File: src/hdl/h2r_pkg.sv
package h2r_pkg;

  // fixed-point formats
  localparam int unsigned HueW   = 15;
  localparam int unsigned FracW  = 16;
  localparam int unsigned SpanW  = 12;
  localparam int unsigned QuotW  = 19;
  localparam int unsigned RecipW = 20;

  localparam logic [FracW-1:0] Q15_ONE = 16'd32768;

  // hue in 1/64 degree: one 60-degree sector is 3840 units
  localparam logic [HueW-1:0] HUE_SECTOR    = 15'd3840;
  localparam logic [HueW-1:0] HUE_TWO_SECT  = 15'd7680;
  localparam logic [HueW-1:0] HUE_FOUR_SECT = 15'd15360;
  localparam logic [HueW-1:0] HUE_SIX_SECT  = 15'd23040;
  localparam logic [HueW-1:0] HUE_EIGHT_SECT = 15'd30720;

  localparam logic [HueW-1:0] HUE_SECT_1 = 15'd3840;
  localparam logic [HueW-1:0] HUE_SECT_2 = 15'd7680;
  localparam logic [HueW-1:0] HUE_SECT_3 = 15'd11520;
  localparam logic [HueW-1:0] HUE_SECT_4 = 15'd15360;
  localparam logic [HueW-1:0] HUE_SECT_5 = 15'd19200;

  // divide by 15 as multiply by ceil(2^23 / 15) then shift by 23
  localparam logic [RecipW-1:0] RECIP_15    = 20'd559241;
  localparam int unsigned       RecipShift  = 23;

  // 60-degree sector of the hue; everything from 300 degrees up is the last one
  typedef enum logic [2:0] {
    SEC_RED_YEL  = 3'd0,
    SEC_YEL_GRN  = 3'd1,
    SEC_GRN_CYN  = 3'd2,
    SEC_CYN_BLU  = 3'd3,
    SEC_BLU_MAG  = 3'd4,
    SEC_MAG_RED  = 3'd5
  } sector_t;

endpackage

File: src/hdl/hsv_to_rgb_converter.sv
// hsv(a) to rgb(a) pixel converter, four register stages
// throughput: 1 item per cycle while the output is not stalled;
//   stage 1 holds the val*sat multiplier, stage 2 the chroma*span multiplier,
//   stage 3 the divide-by-15 reciprocal multiplier
// a stalled output holds its stage; empty stages ahead keep accepting
// reset (synchronous, active low) clears the stage valid bits only
module hsv_to_rgb_converter import h2r_pkg::*; (
  input  logic             clk,
  input  logic             rst_n,
  input  logic             in_valid,
  output logic             in_ready,
  input  logic [HueW-1:0]  in_hue,
  input  logic [FracW-1:0] in_sat,
  input  logic [FracW-1:0] in_val,
  input  logic [FracW-1:0] in_alpha,
  output logic             out_valid,
  input  logic             out_ready,
  output logic [FracW-1:0] out_red,
  output logic [FracW-1:0] out_green,
  output logic [FracW-1:0] out_blue,
  output logic [FracW-1:0] out_alpha_out
);

  // stage valid bits and advance enables
  logic v1_r, v2_r, v3_r, v4_r;
  logic en1, en2, en3, en4;

  assign en4 = !v4_r || out_ready;
  assign en3 = !v3_r || en4;
  assign en2 = !v2_r || en3;
  assign en1 = !v1_r || en2;
  assign in_ready = en1;

  always_ff @(posedge clk) begin
    if (!rst_n) begin
      v1_r <= 1'b0;
      v2_r <= 1'b0;
      v3_r <= 1'b0;
      v4_r <= 1'b0;
    end else begin
      if (en1) v1_r <= in_valid;
      if (en2) v2_r <= v1_r;
      if (en3) v3_r <= v2_r;
      if (en4) v4_r <= v3_r;
    end
  end

  // ---------------- stage 1: clamp, sector, span, val*sat ----------------
  logic [FracW-1:0]   sat_c, val_c;
  logic [HueW-1:0]    hue_mod;
  logic [SpanW-1:0]   span_nxt;
  sector_t            sec1_nxt;
  logic [2*FracW-1:0] vs_nxt;

  always_comb begin
    sat_c = (in_sat > Q15_ONE) ? Q15_ONE : in_sat;
    val_c = (in_val > Q15_ONE) ? Q15_ONE : in_val;
    vs_nxt = val_c * sat_c;

    // hue mod two sectors
    if (in_hue >= HUE_EIGHT_SECT)      hue_mod = in_hue - HUE_EIGHT_SECT;
    else if (in_hue >= HUE_SIX_SECT)   hue_mod = in_hue - HUE_SIX_SECT;
    else if (in_hue >= HUE_FOUR_SECT)  hue_mod = in_hue - HUE_FOUR_SECT;
    else if (in_hue >= HUE_TWO_SECT)   hue_mod = in_hue - HUE_TWO_SECT;
    else                               hue_mod = in_hue;

    // span = sector - |hue_mod - sector|, 0..3840
    if (hue_mod < HUE_SECTOR) span_nxt = hue_mod[SpanW-1:0];
    else                      span_nxt = SpanW'(HUE_TWO_SECT - hue_mod);

    if (in_hue >= HUE_SECT_5)      sec1_nxt = SEC_MAG_RED;
    else if (in_hue >= HUE_SECT_4) sec1_nxt = SEC_BLU_MAG;
    else if (in_hue >= HUE_SECT_3) sec1_nxt = SEC_CYN_BLU;
    else if (in_hue >= HUE_SECT_2) sec1_nxt = SEC_GRN_CYN;
    else if (in_hue >= HUE_SECT_1) sec1_nxt = SEC_YEL_GRN;
    else                           sec1_nxt = SEC_RED_YEL;
  end

  logic [FracW-1:0]   val1_r, alpha1_r;
  logic [SpanW-1:0]   span1_r;
  sector_t            sec1_r;
  logic [2*FracW-2:0] vs1_r;

  always_ff @(posedge clk) begin
    if (en1) begin
      val1_r   <= val_c;
      alpha1_r <= in_alpha;
      span1_r  <= span_nxt;
      sec1_r   <= sec1_nxt;
      vs1_r    <= vs_nxt[2*FracW-2:0];
    end
  end

  // ---------------- stage 2: chroma, m, chroma*span ----------------
  logic [FracW-1:0]       c2_nxt, m2_nxt;
  logic [FracW+SpanW-1:0] cw2_nxt;

  assign c2_nxt  = vs1_r[2*FracW-2:FracW-1];
  assign m2_nxt  = val1_r - c2_nxt;
  assign cw2_nxt = c2_nxt * span1_r;

  logic [FracW-1:0]   c2_r, m2_r, alpha2_r;
  logic [QuotW-1:0]   q2_r;
  sector_t            sec2_r;

  always_ff @(posedge clk) begin
    if (en2) begin
      c2_r     <= c2_nxt;
      m2_r     <= m2_nxt;
      alpha2_r <= alpha1_r;
      sec2_r   <= sec1_r;
      // divide by 256 here, the remaining factor of 15 in stage 3
      q2_r     <= cw2_nxt[QuotW+7:8];
    end
  end

  // ---------------- stage 3: divide by 15 via reciprocal ----------------
  logic [QuotW+RecipW-1:0] qk3_nxt;

  assign qk3_nxt = q2_r * RECIP_15;

  logic [FracW-1:0] c3_r, m3_r, alpha3_r, x3_r;
  sector_t          sec3_r;

  always_ff @(posedge clk) begin
    if (en3) begin
      c3_r     <= c2_r;
      m3_r     <= m2_r;
      alpha3_r <= alpha2_r;
      sec3_r   <= sec2_r;
      x3_r     <= qk3_nxt[RecipShift+FracW-1:RecipShift];
    end
  end

  // ---------------- stage 4: sector permutation plus m ----------------
  logic [FracW-1:0] r_sel, g_sel, b_sel;

  always_comb begin
    case (sec3_r)
      SEC_RED_YEL: begin r_sel = c3_r;  g_sel = x3_r;  b_sel = '0;    end
      SEC_YEL_GRN: begin r_sel = x3_r;  g_sel = c3_r;  b_sel = '0;    end
      SEC_GRN_CYN: begin r_sel = '0;    g_sel = c3_r;  b_sel = x3_r;  end
      SEC_CYN_BLU: begin r_sel = '0;    g_sel = x3_r;  b_sel = c3_r;  end
      SEC_BLU_MAG: begin r_sel = x3_r;  g_sel = '0;    b_sel = c3_r;  end
      default: begin r_sel = c3_r;  g_sel = '0;    b_sel = x3_r;  end
    endcase
  end

  logic [FracW-1:0] red_r, green_r, blue_r, alpha4_r;

  always_ff @(posedge clk) begin
    if (en4) begin
      red_r    <= r_sel + m3_r;
      green_r  <= g_sel + m3_r;
      blue_r   <= b_sel + m3_r;
      alpha4_r <= alpha3_r;
    end
  end

  assign out_valid     = v4_r;
  assign out_red       = red_r;
  assign out_green     = green_r;
  assign out_blue      = blue_r;
  assign out_alpha_out = alpha4_r;

  // ---------------- checks ----------------
  // a full pipeline behind a stalled output takes no item
  a_full_stall: assert property (@(posedge clk) disable iff (!rst_n)
    (v1_r && v2_r && v3_r && v4_r && !out_ready) |-> !in_ready)
    else $error("item accepted into a full stalled pipeline");

  // an accepted item always lands in stage 1
  a_enter: assert property (@(posedge clk) disable iff (!rst_n)
    (in_valid && in_ready) |=> v1_r)
    else $error("accepted item lost at stage 1");

  // the secondary component never exceeds chroma
  a_x_le_c: assert property (@(posedge clk) disable iff (!rst_n)
    v3_r |-> (x3_r <= c3_r))
    else $error("secondary component above chroma");

  // every color output stays within one
  a_range: assert property (@(posedge clk) disable iff (!rst_n)
    out_valid |-> (out_red <= Q15_ONE && out_green <= Q15_ONE && out_blue <= Q15_ONE))
    else $error("color component above one");

  // a stalled stage 3 item is not overwritten
  a_hold3: assert property (@(posedge clk) disable iff (!rst_n)
    (v3_r && !en3) |=> (v3_r && $stable(x3_r) && $stable(c3_r)))
    else $error("stalled stage 3 item changed");

endmodule
File: config.mk
export PLATFORM = sky130hd
export DESIGN_NAME = hsv_to_rgb_converter
export DESIGN_NICKNAME = d
export VERILOG_FILES = /design/src/hdl/h2r_pkg.sv /design/src/hdl/hsv_to_rgb_converter.sv
export SDC_FILE = /design/constraint.sdc
export NUM_CORES = 1
export LEC_CHECK = 0
export BUFFER_PORTS_ARGS = -buffer_cell sky130_fd_sc_hd__buf_2
export CORE_MARGIN = 1
export CORE_UTILIZATION = 45
export DETAILED_ROUTE_END_ITERATION = 8
export PLACE_DENSITY = 0.67
export SLEW_MARGIN = 20
export SYNTH_ARGS = -nofsm -noshare
export SYNTH_HDL_FRONTEND = slang
export SYNTH_SLANG_ARGS = --single-unit
File: constraint.sdc
create_clock -name clk -period 20.8 [get_ports clk]
set_input_delay 2.08 -clock clk [delete_from_list [all_inputs] [get_ports clk]]
set_output_delay 2.08 -clock clk [all_outputs]
set_load 0.01 [all_outputs]
==> flow_summary.json <==
{
  "avgViaCountPerCell": 5.20,
  "clock-sinks": 268,
  "cp-start-kind": "input port",
  "outcome": "finished, final reports clean",
  "area_growth_pct": 9.35,
  "gp_congestion": 0.910,
  "numCtsBuffers": 34,
  "cts_setup_buffers": 0,
  "ant_nets": 0,
  "r2r_end": "q2_r[17]",
  "drive_gt1_share_pct": 7.74,
  "arrival_ns": 9.31,
  "drtPass1Iterations": 5,
  "clk_path_buf_depth": 3,
  "critPathKind": "input port to flop",
  "num_antenna_cells": 0,
  "cts-root-buf": "clkbuf_16",
  "synth_fp_nets": 3676,
  "post-route-period-util_pct": 43.3,
  "synth_seq_cells": 268,
  "largest_reg_flops": 19,
  "tightestPinTransition_ns": 1.03,
  "clkLatencyLatePin_ns": 0.55,
  "port_buffers": 132,
  "synth_top_area_cell": "edfxtp_1",
  "synth_area_leaders": "edfxtp_1 (27%), fa_1 (26%), ha_1 (14%)",
  "grt.overflow.total": 0,
  "cts.clk_slew.worst_paths_ns": 0.06,
  "grt_setup_unrepaired": "no",
  "crit_fanout": 13,
  "r2r-start": "span1_r[11]",
  "synth.distinct_cells": 67,
  "netlist_instances": 2906,
  "die_area_um2": 65900,
  "synth_edf_count": 264,
  "ys.flop_type": "edfxtp_1",
  "drt-initial-drc-count": 1357,
  "drc": 0,
  "multiInputGateArea_um2": 19000,
  "start_util_pct": 45.5,
  "ys_seq_area_share_pct": 27.4,
  "cp_top_family": "adder cells",
  "finalSetupTns_ns": 0,
  "synth_top_area_share_pct": 27.1,
  "num_rows": 93,
  "regMostFlops": "q2_r",
  "nets": 3767,
  "netlist_area_um2": 29200,
  "fmax_ghz": 0.111,
  "wirelength_mm": 64.8,
  "r2r_setup_slack_ns": 14.50,
  "die_y_um": 257,
  "critical_path.most_common_cell": "fa_1",
  "slew_violations": 0,
  "critical_path_required_ns": 21.10,
  "wl_met3_mm": 3.77,
  "grt_max_degree": 67,
  "grt_pass1_vias": 20600,
  "relSlewSlack_pct": 31.3,
  "slowest_delay_ns": 0.62,
  "hp-class": "flop to flop",
  "layout.area.seq_um2": 8010,
  "maxCapViolCount": 0,
  "cts.repair.resized": 0,
  "die_x_um": 257,
  "hold_end": "out_alpha_out[4]",
  "postCtsHoldBufs": 0,
  "worst_path_max_delay_cell": "and2_1",
  "coreArea_um2": 64200,
  "dp_hpwl_mm": 50.9,
  "r2r_cells": 18,
  "num_vias": 20200,
  "ys_warn_count": 0,
  "finalHoldViolCount": 0,
  "dr_wl_met2_mm": 30.1,
  "antenna_found_initial": 0,
  "met1_length_mm": 29.2,
  "cts_tree": "yes",
  "period_minus_slack_ns": 9.01,
  "fill_cells": 5952,
  "ys_async_sr_fraction_pct": 0,
  "worst-path-buf-inv": 4,
  "setup_viol": 0,
  "clock_skew_ns": 0.0194,
  "h-tree-depth": 2,
  "wl_per_cell_um": 16.7,
  "globalRouteTotalUtil_pct": 20.3,
  "grt_pass1_wl_mm": 107,
  "topRoutingLayerUsed": "met4",
  "min_path_cells": 0,
  "worstHoldStart": "alpha3_r[4]",
  "boundaryPins": 133,
  "cp-end-kind": "flop",
  "avgSynthCellArea_um2": 10.1
}
synthesized netlist by cell type (all sizes together) (4+ instances only):
master,number
ha,330
and3,18
a22o,39
dfxtp,4
clkbuf,89
fa,373
a211oi,20
nor2b,31
a21boi,6
mux2i,8
nand2b,27
inv,481
or3,13
buf,6
and2,73
nand4,11
o31ai,4
nand3,37
xnor2,80
and4,6
o2111ai,5
a31oi,14
o21bai,11
o21a,15
mux2,8
o21ai,57
xor2,34
nor4,9
or2,6
a21oi,90
nand2,428
o41ai,4
nor3b,5
clkinv,4
edfxtp,264
nor2,188
o211ai,7
nor3,34
a2111oi,7
a21o,26
cells in the final DEF (no fill, tap or decap), drive strengths merged, types with 34 or more instances in the layout:
master / Yosys / routed
a21oi: 90 / 90
a22o: 39 / 39
and2: 73 / 73
buf: 6 / 150
clkbuf: 89 / 40
edfxtp: 264 / 264
fa: 373 / 373
ha: 330 / 330
inv: 481 / 483
nand2: 428 / 428
nand3: 37 / 37
nor2: 188 / 188
nor3: 34 / 34
o21ai: 57 / 57
xnor2: 80 / 80
xor2: 34 / 34
cell type report:
cell class,count,area share (%)
Clock buffer,40,2.80
Inverter,485,5.70
Sequential cell,268,25.1
Timing Repair Buffer,150,2.49
Tap cell,855,3.35
Clock inverter,21,1.01
Multi-Input combinational cell,2058,59.6
metal layers:
metal / vias to the layer above / track usage (%)
li1: 9668 / -
met1: 9805 / 28.0
met2: 564 / 32.9
met3: 115 / 3.08
met4: 0 / 5.87
met5: - / 0
stage by stage:
step           instance area (um^2)  std cells  utilization, %  hold WS (ns)  setup WS, ns
3_3_place_gp                  30700       3816            47.8         0.401         11.31
2_1_floorplan                 29200       2906               -         0.400         12.20
5_1_grt                       31900       3877            49.7         0.407         11.28
4_1_cts                       31900       3877            49.7         0.396         11.81
3_5_place_dp                  30700       3816            47.8         0.405         11.23
6_report                      31900       3877            49.7         0.401         11.79
cell families after synthesis:
kind of cell               after synthesis  synth area share (%)
AOI/OAI and AO/OA                      328                  7.58
xor gates and xnor gates               114                  3.44
buffers and inverters                  580                  7.46
muxes                                   16                 0.583
DFF                                    268                  27.4
adders and majority gates              703                  39.7
and+or+nand+nor                        897                  13.8
worst max path at each step:
| stage | from | end | slack [ns] | depth (start not counted) |
|---|---|---|---|---|
| finish | in_sat[12] | vs1_r[29] | 11.79 | 25 |
| global route | in_val[13] | vs1_r[29] | 11.28 | 25 |
| CTS | in_val[15] | vs1_r[29] | 11.81 | 25 |
| detailed placement | in_val[15] | vs1_r[29] | 11.23 | 25 |
| global placement | in_val[4] | vs1_r[29] | 11.31 | 25 |
| floorplan | in_val[10] | vs1_r[29] | 12.20 | 25 |
Power is not shown: default switching activity piles up to over one toggle a cycle in this logic, so the estimate is an artifact.
